### src/hw/rtl/breathing_led_arc_profile_defines.svh
// ============================================================================
// Breathing LED arc profile: assertion macros
// Shared macros for the concurrent checks of the breathing LED block.
// ============================================================================
`ifndef BREATHING_LED_ARC_PROFILE_DEFINES_SVH
`define BREATHING_LED_ARC_PROFILE_DEFINES_SVH

// Same-cycle implication, sampled on clk and held off during reset.
`define BLAP_ASSERT_NOW(label, ante, cons, msg) \
    label: assert property (@(posedge clk) disable iff (!rst_n) (ante) |-> (cons)) \
        else $error(msg);

// Next-cycle implication, sampled on clk and held off during reset.
`define BLAP_ASSERT_NEXT(label, ante, cons, msg) \
    label: assert property (@(posedge clk) disable iff (!rst_n) (ante) |=> (cons)) \
        else $error(msg);

`endif

### src/hw/rtl/blap_pkg.sv
// ============================================================================
// Breathing LED arc profile package
// Codes, reset values and the command and status bundles shared by the
// controller and the datapath.
// ============================================================================
package blap_pkg;

    // Ambient light class codes; any other code keeps the current radius.
    localparam logic [1:0] CLASS_DAY   = 2'd0;
    localparam logic [1:0] CLASS_NIGHT = 2'd1;

    // Configuration register indexes.
    localparam logic [1:0] CFG_DAY_RADIUS   = 2'd0;
    localparam logic [1:0] CFG_NIGHT_RADIUS = 2'd1;
    localparam logic [1:0] CFG_MIN_LEVEL    = 2'd2;
    localparam logic [1:0] CFG_MAX_DUTY     = 2'd3;

    // Reset values of the configuration registers.
    localparam logic [7:0] RST_DAY_RADIUS   = 8'd100;
    localparam logic [7:0] RST_NIGHT_RADIUS = 8'd130;
    localparam logic [7:0] RST_MIN_LEVEL    = 8'd3;
    localparam logic [7:0] RST_MAX_DUTY     = 8'd99;

    // Number of root digits produced by the square root unit, minus one.
    localparam logic [2:0] ROOT_LAST_STEP = 3'd7;

    // Commands from the controller to the datapath.
    typedef struct packed {
        logic load;       // take a new tick
        logic square;     // form radius^2 - d^2
        logic root_step;  // produce one root digit
        logic emit_load;  // move the level into the output register
    } ctl_cmd_t;

    // Status from the datapath to the controller.
    typedef struct packed {
        logic root_last;  // current root step is the last one
        logic has_result; // level is inside the emit window
        logic out_full;   // output register holds a word not yet taken
    } dp_status_t;

endpackage

### src/hw/rtl/blap_ctrl.sv
// ============================================================================
// Breathing LED arc profile controller
// Sequences one tick through load, squaring, the square root steps and the
// hand-off to the output register.
// ============================================================================
module blap_ctrl (
    input  logic                  clk,
    input  logic                  rst_n,
    input  logic                  in_valid,
    output logic                  in_ready,
    input  logic                  out_ready,
    input  blap_pkg::dp_status_t  status,
    output blap_pkg::ctl_cmd_t    cmd
);
    import blap_pkg::*;

    typedef enum logic [3:0] {
        ST_IDLE   = 4'b0001,
        ST_SQUARE = 4'b0010,
        ST_ROOT   = 4'b0100,
        ST_EMIT   = 4'b1000
    } state_t;

    state_t state_reg;
    state_t state_next;

    // State register.
    always_ff @(posedge clk or negedge rst_n)
    begin
        if (!rst_n)
        begin
            state_reg <= ST_IDLE;
        end
        else
        begin
            state_reg <= state_next;
        end
    end

    // Next state and commands.
    always_comb
    begin
        state_next = state_reg;
        cmd        = '0;
        in_ready   = 1'b0;
        case (state_reg)
            ST_IDLE:
            begin
                in_ready = 1'b1;
                if (in_valid)
                begin
                    cmd.load   = 1'b1;
                    state_next = ST_SQUARE;
                end
            end
            ST_SQUARE:
            begin
                cmd.square = 1'b1;
                state_next = ST_ROOT;
            end
            ST_ROOT:
            begin
                cmd.root_step = 1'b1;
                if (status.root_last)
                begin
                    state_next = ST_EMIT;
                end
            end
            ST_EMIT:
            begin
                // A tick with no level finishes at once; a level waits for room.
                if (!status.has_result)
                begin
                    state_next = ST_IDLE;
                end
                else if (!status.out_full || out_ready)
                begin
                    cmd.emit_load = 1'b1;
                    state_next    = ST_IDLE;
                end
            end
            default:
            begin
                state_next = ST_IDLE;
            end
        endcase
    end

endmodule

### src/hw/rtl/blap_datapath.sv
// ============================================================================
// Breathing LED arc profile datapath
// Configuration registers, tick counter, arc radius, the squaring stage, a
// two-bits-per-step square root unit and the output register.
// ============================================================================
module blap_datapath #(
    parameter int HALF_PERIOD = 100
) (
    input  logic                  clk,
    input  logic                  rst_n,
    input  logic                  cfg_wr_en,
    input  logic [1:0]            cfg_index,
    input  logic [7:0]            cfg_data,
    input  logic [1:0]            light_class,
    input  logic                  out_ready,
    output logic                  out_valid,
    output logic [7:0]            blue_duty,
    input  blap_pkg::ctl_cmd_t    cmd,
    output blap_pkg::dp_status_t  status
);
    import blap_pkg::*;

    localparam logic [7:0] HALF   = 8'(HALF_PERIOD);
    localparam logic [7:0] PERIOD = 8'(2 * HALF_PERIOD);

    // Configuration and state registers.
    logic [7:0]  day_radius_reg;
    logic [7:0]  night_radius_reg;
    logic [7:0]  min_level_reg;
    logic [7:0]  max_duty_reg;
    logic [7:0]  tick_count_reg;
    logic [7:0]  tick_count_next;
    logic [7:0]  arc_radius_reg;
    logic [7:0]  arc_radius_next;

    // Per-tick working registers.
    logic [7:0]  r_reg;
    logic [7:0]  d_reg;
    logic        wrap_reg;
    logic        mid_reg;
    logic [15:0] v_reg;
    logic [8:0]  rem_reg;
    logic [7:0]  root_reg;
    logic [2:0]  step_reg;

    // Output register.
    logic        out_valid_reg;
    logic [7:0]  out_data_reg;

    logic [7:0]  cnt;
    logic        wrap;
    logic [7:0]  arc_offset;
    logic [7:0]  r_eff;
    logic [15:0] r_sq;
    logic [15:0] d_sq;
    logic [10:0] rem_shift;
    logic [10:0] trial;
    logic        digit;
    logic [7:0]  level;

    // Radius choice and counter advance for an incoming tick.
    always_comb
    begin
        case (light_class)
            CLASS_DAY:   arc_radius_next = day_radius_reg;
            CLASS_NIGHT: arc_radius_next = night_radius_reg;
            default:     arc_radius_next = arc_radius_reg;
        endcase
        cnt             = tick_count_reg + 8'd1;
        wrap            = (cnt > PERIOD);
        tick_count_next = wrap ? 8'd0 : cnt;
        arc_offset      = (cnt < HALF) ? cnt : (PERIOD - cnt);
        r_eff           = (arc_radius_next < HALF) ? HALF : arc_radius_next;
    end

    // Squares of radius and distance.
    assign r_sq = 16'(r_reg * r_reg);
    assign d_sq = 16'(d_reg * d_reg);

    // One square root digit: bring down two bits and try the next odd term.
    assign rem_shift = {rem_reg, v_reg[15:14]};
    assign trial     = {1'b0, root_reg, 2'b01};
    assign digit     = (rem_shift >= trial);

    // Level and the emit window.
    assign level = mid_reg ? 8'd0 : (r_reg - root_reg);

    assign status.root_last  = (step_reg == 3'd0);
    assign status.has_result = !wrap_reg && (level >= min_level_reg) &&
                               (level <= max_duty_reg);
    assign status.out_full   = out_valid_reg;

    // Control registers: configuration, counter, radius, root step, output valid.
    always_ff @(posedge clk or negedge rst_n)
    begin
        if (!rst_n)
        begin
            day_radius_reg   <= RST_DAY_RADIUS;
            night_radius_reg <= RST_NIGHT_RADIUS;
            min_level_reg    <= RST_MIN_LEVEL;
            max_duty_reg     <= RST_MAX_DUTY;
            tick_count_reg   <= 8'd0;
            arc_radius_reg   <= RST_DAY_RADIUS;
            out_valid_reg    <= 1'b0;
            step_reg         <= ROOT_LAST_STEP;
        end
        else
        begin
            if (cfg_wr_en)
            begin
                case (cfg_index)
                    CFG_DAY_RADIUS:   day_radius_reg   <= cfg_data;
                    CFG_NIGHT_RADIUS: night_radius_reg <= cfg_data;
                    CFG_MIN_LEVEL:    min_level_reg    <= cfg_data;
                    CFG_MAX_DUTY:     max_duty_reg     <= cfg_data;
                    default:          ;
                endcase
            end
            if (cmd.load)
            begin
                tick_count_reg <= tick_count_next;
                arc_radius_reg <= arc_radius_next;
            end
            if (cmd.square)
            begin
                step_reg <= ROOT_LAST_STEP;
            end
            else if (cmd.root_step)
            begin
                step_reg <= step_reg - 3'd1;
            end
            if (cmd.emit_load)
            begin
                out_valid_reg <= 1'b1;
            end
            else if (out_ready)
            begin
                out_valid_reg <= 1'b0;
            end
        end
    end

    // Working payload registers.
    always_ff @(posedge clk)
    begin
        if (cmd.load)
        begin
            r_reg    <= r_eff;
            d_reg    <= arc_offset;
            wrap_reg <= wrap;
            mid_reg  <= (cnt == HALF);
        end
        if (cmd.square)
        begin
            v_reg    <= r_sq - d_sq;
            rem_reg  <= 9'd0;
            root_reg <= 8'd0;
        end
        else if (cmd.root_step)
        begin
            v_reg    <= {v_reg[13:0], 2'b00};
            rem_reg  <= digit ? 9'(rem_shift - trial) : rem_shift[8:0];
            root_reg <= {root_reg[6:0], digit};
        end
        if (cmd.emit_load)
        begin
            out_data_reg <= level;
        end
    end

    assign out_valid = out_valid_reg;
    assign blue_duty = out_data_reg;

endmodule

### src/hw/rtl/breathing_led_arc_profile.sv
// ============================================================================
// Breathing LED arc profile
// Blue LED breathing brightness from a circular arc, one word per timer tick.
// ============================================================================
// Each accepted tick word is worked through before the next one is taken:
// a load, the squaring of radius and distance, and eight steps of the integer
// square root, which produces one root digit per cycle, then the hand-off of the
// level to the output register. A level waiting in the output register does
// not block work on the next tick; the hand-off waits only if that register
// is still full. Ticks that wrap the counter or fall outside the
// min_level..max_duty window produce no output word. Configuration registers
// take writes at any time and are meant to change only while the block is idle.
module breathing_led_arc_profile #(
    parameter int HALF_PERIOD = 100
) (
    input  logic       clk,
    input  logic       rst_n,
    input  logic       cfg_wr_en,
    input  logic [1:0] cfg_index,
    input  logic [7:0] cfg_data,
    input  logic       in_valid,
    output logic       in_ready,
    input  logic [1:0] light_class,
    output logic       out_valid,
    input  logic       out_ready,
    output logic [7:0] blue_duty
);
    import blap_pkg::*;

    `include "breathing_led_arc_profile_defines.svh"

    ctl_cmd_t   cmd;
    dp_status_t status;

    // Sequencer.
    blap_ctrl u_ctrl (
        .clk       (clk),
        .rst_n     (rst_n),
        .in_valid  (in_valid),
        .in_ready  (in_ready),
        .out_ready (out_ready),
        .status    (status),
        .cmd       (cmd)
    );

    // Arithmetic and storage.
    blap_datapath #(
        .HALF_PERIOD (HALF_PERIOD)
    ) u_datapath (
        .clk         (clk),
        .rst_n       (rst_n),
        .cfg_wr_en   (cfg_wr_en),
        .cfg_index   (cfg_index),
        .cfg_data    (cfg_data),
        .light_class (light_class),
        .out_ready   (out_ready),
        .out_valid   (out_valid),
        .blue_duty   (blue_duty),
        .cmd         (cmd),
        .status      (status)
    );

    // Checks on the controller and datapath cooperation.
    `BLAP_ASSERT_NEXT(a_busy_after_accept, in_valid && in_ready, !in_ready, "accepted a word while busy")
    `BLAP_ASSERT_NOW(a_one_cmd, 1'b1, $onehot0({cmd.load, cmd.square, cmd.root_step, cmd.emit_load}), "more than one command")
    `BLAP_ASSERT_NOW(a_no_overwrite, cmd.emit_load, !status.out_full || out_ready, "output word overwritten")
    `BLAP_ASSERT_NEXT(a_emit_shows, cmd.emit_load, out_valid, "loaded level not shown")

endmodule
### config.mk
export PLATFORM = sky130hd
export DESIGN_NAME = breathing_led_arc_profile
export DESIGN_NICKNAME = d
export VERILOG_FILES = /design/src/hw/rtl/blap_pkg.sv /design/src/hw/rtl/blap_ctrl.sv /design/src/hw/rtl/blap_datapath.sv /design/src/hw/rtl/breathing_led_arc_profile.sv
export VERILOG_INCLUDE_DIRS = /design/src /design/src/hw/rtl
export SDC_FILE = /design/constraint.sdc
export NUM_CORES = 1
export LEC_CHECK = 0
export BUFFER_PORTS_ARGS = -buffer_cell sky130_fd_sc_hd__buf_2
export CAP_MARGIN = 40
export CORE_AREA = 2 2 160 162
export DETAILED_ROUTE_END_ITERATION = 12
export DIE_AREA = 0 0 162 164
export SYNTH_ARGS = -nofsm -noshare
export SYNTH_HDL_FRONTEND = slang
export SYNTH_HIERARCHICAL = 1
export SYNTH_SLANG_ARGS = --single-unit
### constraint.sdc
create_clock -name clk -period 5.7 [get_ports clk]
set_input_delay 1.71 -clock clk [delete_from_list [all_inputs] [get_ports clk]]
set_output_delay 1.71 -clock clk [all_outputs]
set_load 0.01 [all_outputs]
; Word level (Yosys, flattened, before mapping)
; Index checks and enable logic that the tools add are counted.
[op_classes]
add_sub_neg = 6
mul = 2
n_lt_le_gt_ge = 6
eq_ne = 12
muxes = 24
reduce_logical = 15
[op_table]
columns = cell, count
row1 = multiplier 8 x 8 -> 16 bit, 2
row2 = two-way mux 16 bit, 2
row3 = two-way mux 8 bit, 3
row4 = "less-than comparator 8 x 7 -> 1 bit, second input constant", 2
row5 = two-way mux 4 bit, 4
row6 = one-hot mux 4 bit (4 select lines), 1
row7 = one-hot mux 8 bit (2 select lines), 1
row8 = subtractor 16 bit, 1
row9 = >= comparator 11 x 10 -> 1 bit, 1
row10 = two-way mux 1 bit, 10
row11 = two-way mux 9 bit, 1
row12 = subtractor 9 bit, 1
row13 = "adder 8 x 1 -> 8 bit, second input constant", 1
row14 = "== test 8 x 7 -> 1 bit, second input constant", 1
row15 = >= comparator 8 bit, 1
row16 = "greater-than comparator 8 bit, second input constant", 1
row17 = less-or-equal comparator 8 bit, 1
row18 = AND reduction 2 bit, 4
row19 = subtractor 8 bit, 1
row20 = "subtractor 8 bit, first input constant", 1
row21 = two-way mux 3 bit, 2
row22 = "== test 2 x 1 -> 1 bit, second input constant", 2
row23 = "== test 2 bit, second input constant", 2
row24 = "== test 4 x 1 -> 1 bit, second input constant", 1
row25 = other kinds (13), 18
[totals]
register_bits = 115
wordCells = 82

; Logic depth before layout (Yosys ltp)
[logic_depth]
word_depth = 8
ltp_mapped = 22

; Modules after synthesis
; The synthesis kept the hierarchy.
[by_module_without_submodules]
columns = module, instances, cells_each, area_each_um2, seq_area_each_um2
row1 = blap_datapath, 1, 951, 9545.4, 2924.1
row2 = blap_ctrl, 1, 26, 264.0, 101.3

; Worst setup path before layout
; OpenSTA, ideal clock, no wires.
[synth_path]
path_type = register to register
start = register u_datapath.r_reg[1]
end = register u_datapath.v_reg[14], data pin
setup_time_ns = 0.260
arrival_time_ns = 5.604
path_slack_ns = -0.163
stages_incl_launch_ff = 20
path_buffers = 1
period_less_slack_ns = 5.863
cell_sequence = edfxtp_1 -> clkbuf_1 -> nand2_1 -> fa_1 -> fa_1 -> inv_1 -> fa_1 -> fa_1 -> fa_1 -> inv_1 -> fa_1 -> inv_1 -> ha_1 -> and3_1 -> a221oi_2 -> nor2b_1 -> nor3_1 -> o31ai_1 -> xor2_1 -> mux2_2
[synth_between]
elab_chain_cells = 3
[synth_rtl]
columns = element, line
row1 = start: declaration, blap_datapath.sv:37  ; logic [7:0] r_reg;
row2 = start signal: assignment, blap_datapath.sv:148  ; r_reg <= r_eff;
row3 = multiplier 8 x 8 -> 16 bit, blap_datapath.sv:77  ; assign r_sq = 16'(r_reg * r_reg);
row4 = subtractor 16 bit, blap_datapath.sv:155  ; v_reg <= r_sq - d_sq;
row5 = two-way mux 16 bit, blap_datapath.sv:153  ; if (cmd.square)
row6 = end signal: assignment, blap_datapath.sv:155
row7 = end signal: assignment, blap_datapath.sv:161  ; v_reg <= {v_reg[13:0], 2'b00};
row8 = end: declaration, blap_datapath.sv:41  ; logic [15:0] v_reg;
; Every way passes these cells.
; A chain may end at the register's enable or synchronous reset.

; Worst setup path in the final report
[layout_path]
start = register u_datapath.r_reg[5]
end = register u_datapath.v_reg[14], data pin
; The elaborated chain is that of the path after synthesis.

==> impl_metrics.ini <==
[floorplanning]
placement_rows = 58
standard_cell_core_area_sq_um = 24800
fp.dieArea_sq_um = 26600
start_util = 0.395
top_level_ports = 27
fp.dieW_microns = 162
die_height_microns = 164

[job]
maxCapViolations = 0

[cells_and_area]
layout.nets = 1216
antenna-diode-count = 0
post_route_cells_drive_above_1_share = 0.209
flip_flop_count_of_the_largest_register_after_layout = 16
area_growth_pct = 14.7

[critical_path]
path_cells = buf_4 -> nand2_2 -> fa_2 -> fa_1 -> inv_1 -> fa_1 -> fa_1 -> fa_1 -> inv_1 -> fa_1 -> inv_1 -> ha_4 -> and3_4 -> a221oi_4 -> nor2b_4 -> nor3_4 -> o31ai_2 -> xor2_1 -> mux2_2
worst_path_max_delay_cell = fa_1
rrSetupSlack_ns = 0.16
cp-end-kind = flip-flop
cp_data_required_time_ns = 5.86
slowest_delay_ns = 0.55
critPathLaunchType = flip-flop
data_arrival_time_of_the_critical_path_ns = 5.70
path_class = reg -> reg
path_common_cell = fa_1
crit_path_max_fanout = 5

[synth]
synth_edf_count = 42
synth.top_cells.by_area = fa_1 16%, edfxtp_1 13%, ha_1 11%
postSynthRegisterBits = 115
synth_top_flop_cell = edfxtp_1
avgSynthCellArea_sq_um = 10.0
postSynth.asyncResetShare = 0.487
synth_top_area_share = 0.163
yosysUniqueCellTypes = 70
synthesis.instances = 977
yosys_warnings = 6
biggest_area_consumer_among_synthesized_cells = fa_1
synth_most_common_cell = inv_1
netlist_top_cells_count = 167 x inv_1, 90 x ha_1, 80 x fa_1, 74 x nand2_1, 65 x nor2_1
syn_area_sq_um = 9810
synth.yosys.seq_area_share = 0.308
synthesis.nets = 1164

[sta]
hold_ws_ns = 0.474
skew_ns = 0.0137
fmaxAchievable_mhz = 180
timing.final.max_slew_violations = 0
tns_ns = 0
final_min_period_over_clock_period = 0.972
setup_violations = 0
finalHoldViolCount = 0
max_slew.worst_pin.slew_ns = 0.745
final_period_minus_worst_setup_slack_ns = 5.54
max-slew-margin-rel = 0.503

[global_route]
antenna_violations_before_repair = 0
groute.usage.overall = 0.155
grt_pass1_vias = 6728
grt_pass1_wl_microns = 32700
grt_start_max_net_pins = 57
global_route.overflow_total = 0

[cts]
clock_path_buffers = 2
clk_transition_reported_paths_ns = 0.06
cts_tree = yes
h-tree-depth = 4
clock_buffers_created_by_tritoncts = 17
number_of_clock_sinks = 115
source_to_sink_clock_delay_at_the_later_pin_of_the_worst_skew_pair_ns = 0.42
root_buffer = clkbuf_16

[routing]
vias = 6575
wl_microns = 19200
drt_first_iter_violations = 298
route.detailed.drc = 0
routedWlPerCell_microns = 14.0
antenna_violating_nets_post_route = 0
first_pass_iters = 4
vias_per_cell = 4.79

[run_status]
run_status = completed

[worst_hold_path]
worst_hold_path_type = reg -> reg

[place]
detailed_place_hpwl_microns = 15000
globalplace.congestion = 0.848
port_buffers = 26
[layout by cell type (no fill, tap or decap), types with 9 or more instances in the layout]
master	synthesis	final
mux2_2	46	46
o21ai_0	25	24
o21ai_1	20	20
buf_4	3	35
a21o_1	19	19
nand3_1	9	9
inv_1	167	162
dfstp_2	18	18
fa_1	80	74
clkbuf_16	0	17
buf_2	2	26
edfxtp_1	42	42
xnor2_1	33	32
a21oi_1	36	36
dfxtp_1	17	17
nor2b_1	15	14
xor2_1	12	12
dfrtp_1	38	38
ha_1	90	86
mux2i_1	21	21
nor2_1	65	64
nand2b_1	15	15
and2_1	17	14
nand2_1	74	69
[routing by layer]
metal	up-vias	track usage	part of all wire
li1	3304	-	-
met1	3190	0.206	0.49
met2	65	0.256	0.47
met3	16	0.0288	0.021
met4	0	0.0491	0.014
met5	-	0	0
[kinds of logic after synthesis]
logic type | synth area share
AOI/OAI and AO/OA | 0.0989
xor gates and xnor gates | 0.0402
adders and majority gates | 0.278
buffers and inverters | 0.0791
DFF | 0.308
muxes | 0.0742
other | 0.000382
and+or+nand+nor | 0.121
[final timing paths]
check | startpoint | endpoint | cells after the start
max in group asynchronous | rst_n | u_datapath/tick_count_reg[7]$_DFFE_PN0P_ | 2
min in group asynchronous | rst_n | u_ctrl/state_reg[2]$_DFFE_PN0P_ | 2
worst min register to register | u_datapath/rem_reg[7]$_SDFFE_PP0P_ | u_datapath/rem_reg[7]$_SDFFE_PP0P_ | 2
worst min-delay path | u_datapath/rem_reg[7]$_SDFFE_PP0P_ | u_datapath/rem_reg[7]$_SDFFE_PP0P_ | 2
worst max-delay path | u_datapath/r_reg[5]$_SDFFCE_PN1P_ | u_datapath/v_reg[14]$_DFFE_PP_ | 19
worst max register to register | u_datapath/r_reg[5]$_SDFFCE_PN1P_ | u_datapath/v_reg[14]$_DFFE_PP_ | 19
[worst max-delay path: cells and delay by family (launching register included)]
| family | cells | cell delay (ns) |
|---|---|---|
| adders and majority gates | 7 | 3.25 |
| and+or+nand+nor | 4 | 0.47 |
| buffers and inverters | 4 | 0.33 |
| xor gates and xnor gates | 1 | 0.15 |
| muxes | 1 | 0.26 |
| DFF | 1 | 0.39 |
| AOI/OAI and AO/OA | 2 | 0.43 |
[through the flow]
stage	worst slack, ns	area (sq um)	cells	util
global route	-0.0407	11300	1372	0.453
detailed placement	0.0472	10500	1329	0.421
floorplan	0.0211	9850	977	-
CTS	0.0220	11000	1361	0.444
finish	0.157	11300	1372	0.453
global placement	0.102	10500	1329	0.421
[what timing repair did]
action                     in CTS  in global routing
setup buffers                   0                 11
hold buffers                    0                  0
setup endpoints to repair       0                  7
gates resized for setup         0                 40
[cell type report]
type	instances	area, sq um
clock buffer	17	425
clock inverter	15	148
fill	2394	13600
inverter	168	631
multi-input combinational	661	6160
sequential	115	3030
tap	330	413
timing repair buffer	66	449
Power is left out: the tool's default activity adds up to more than one toggle a clock period on the data nets, which glitch-free logic cannot reach.
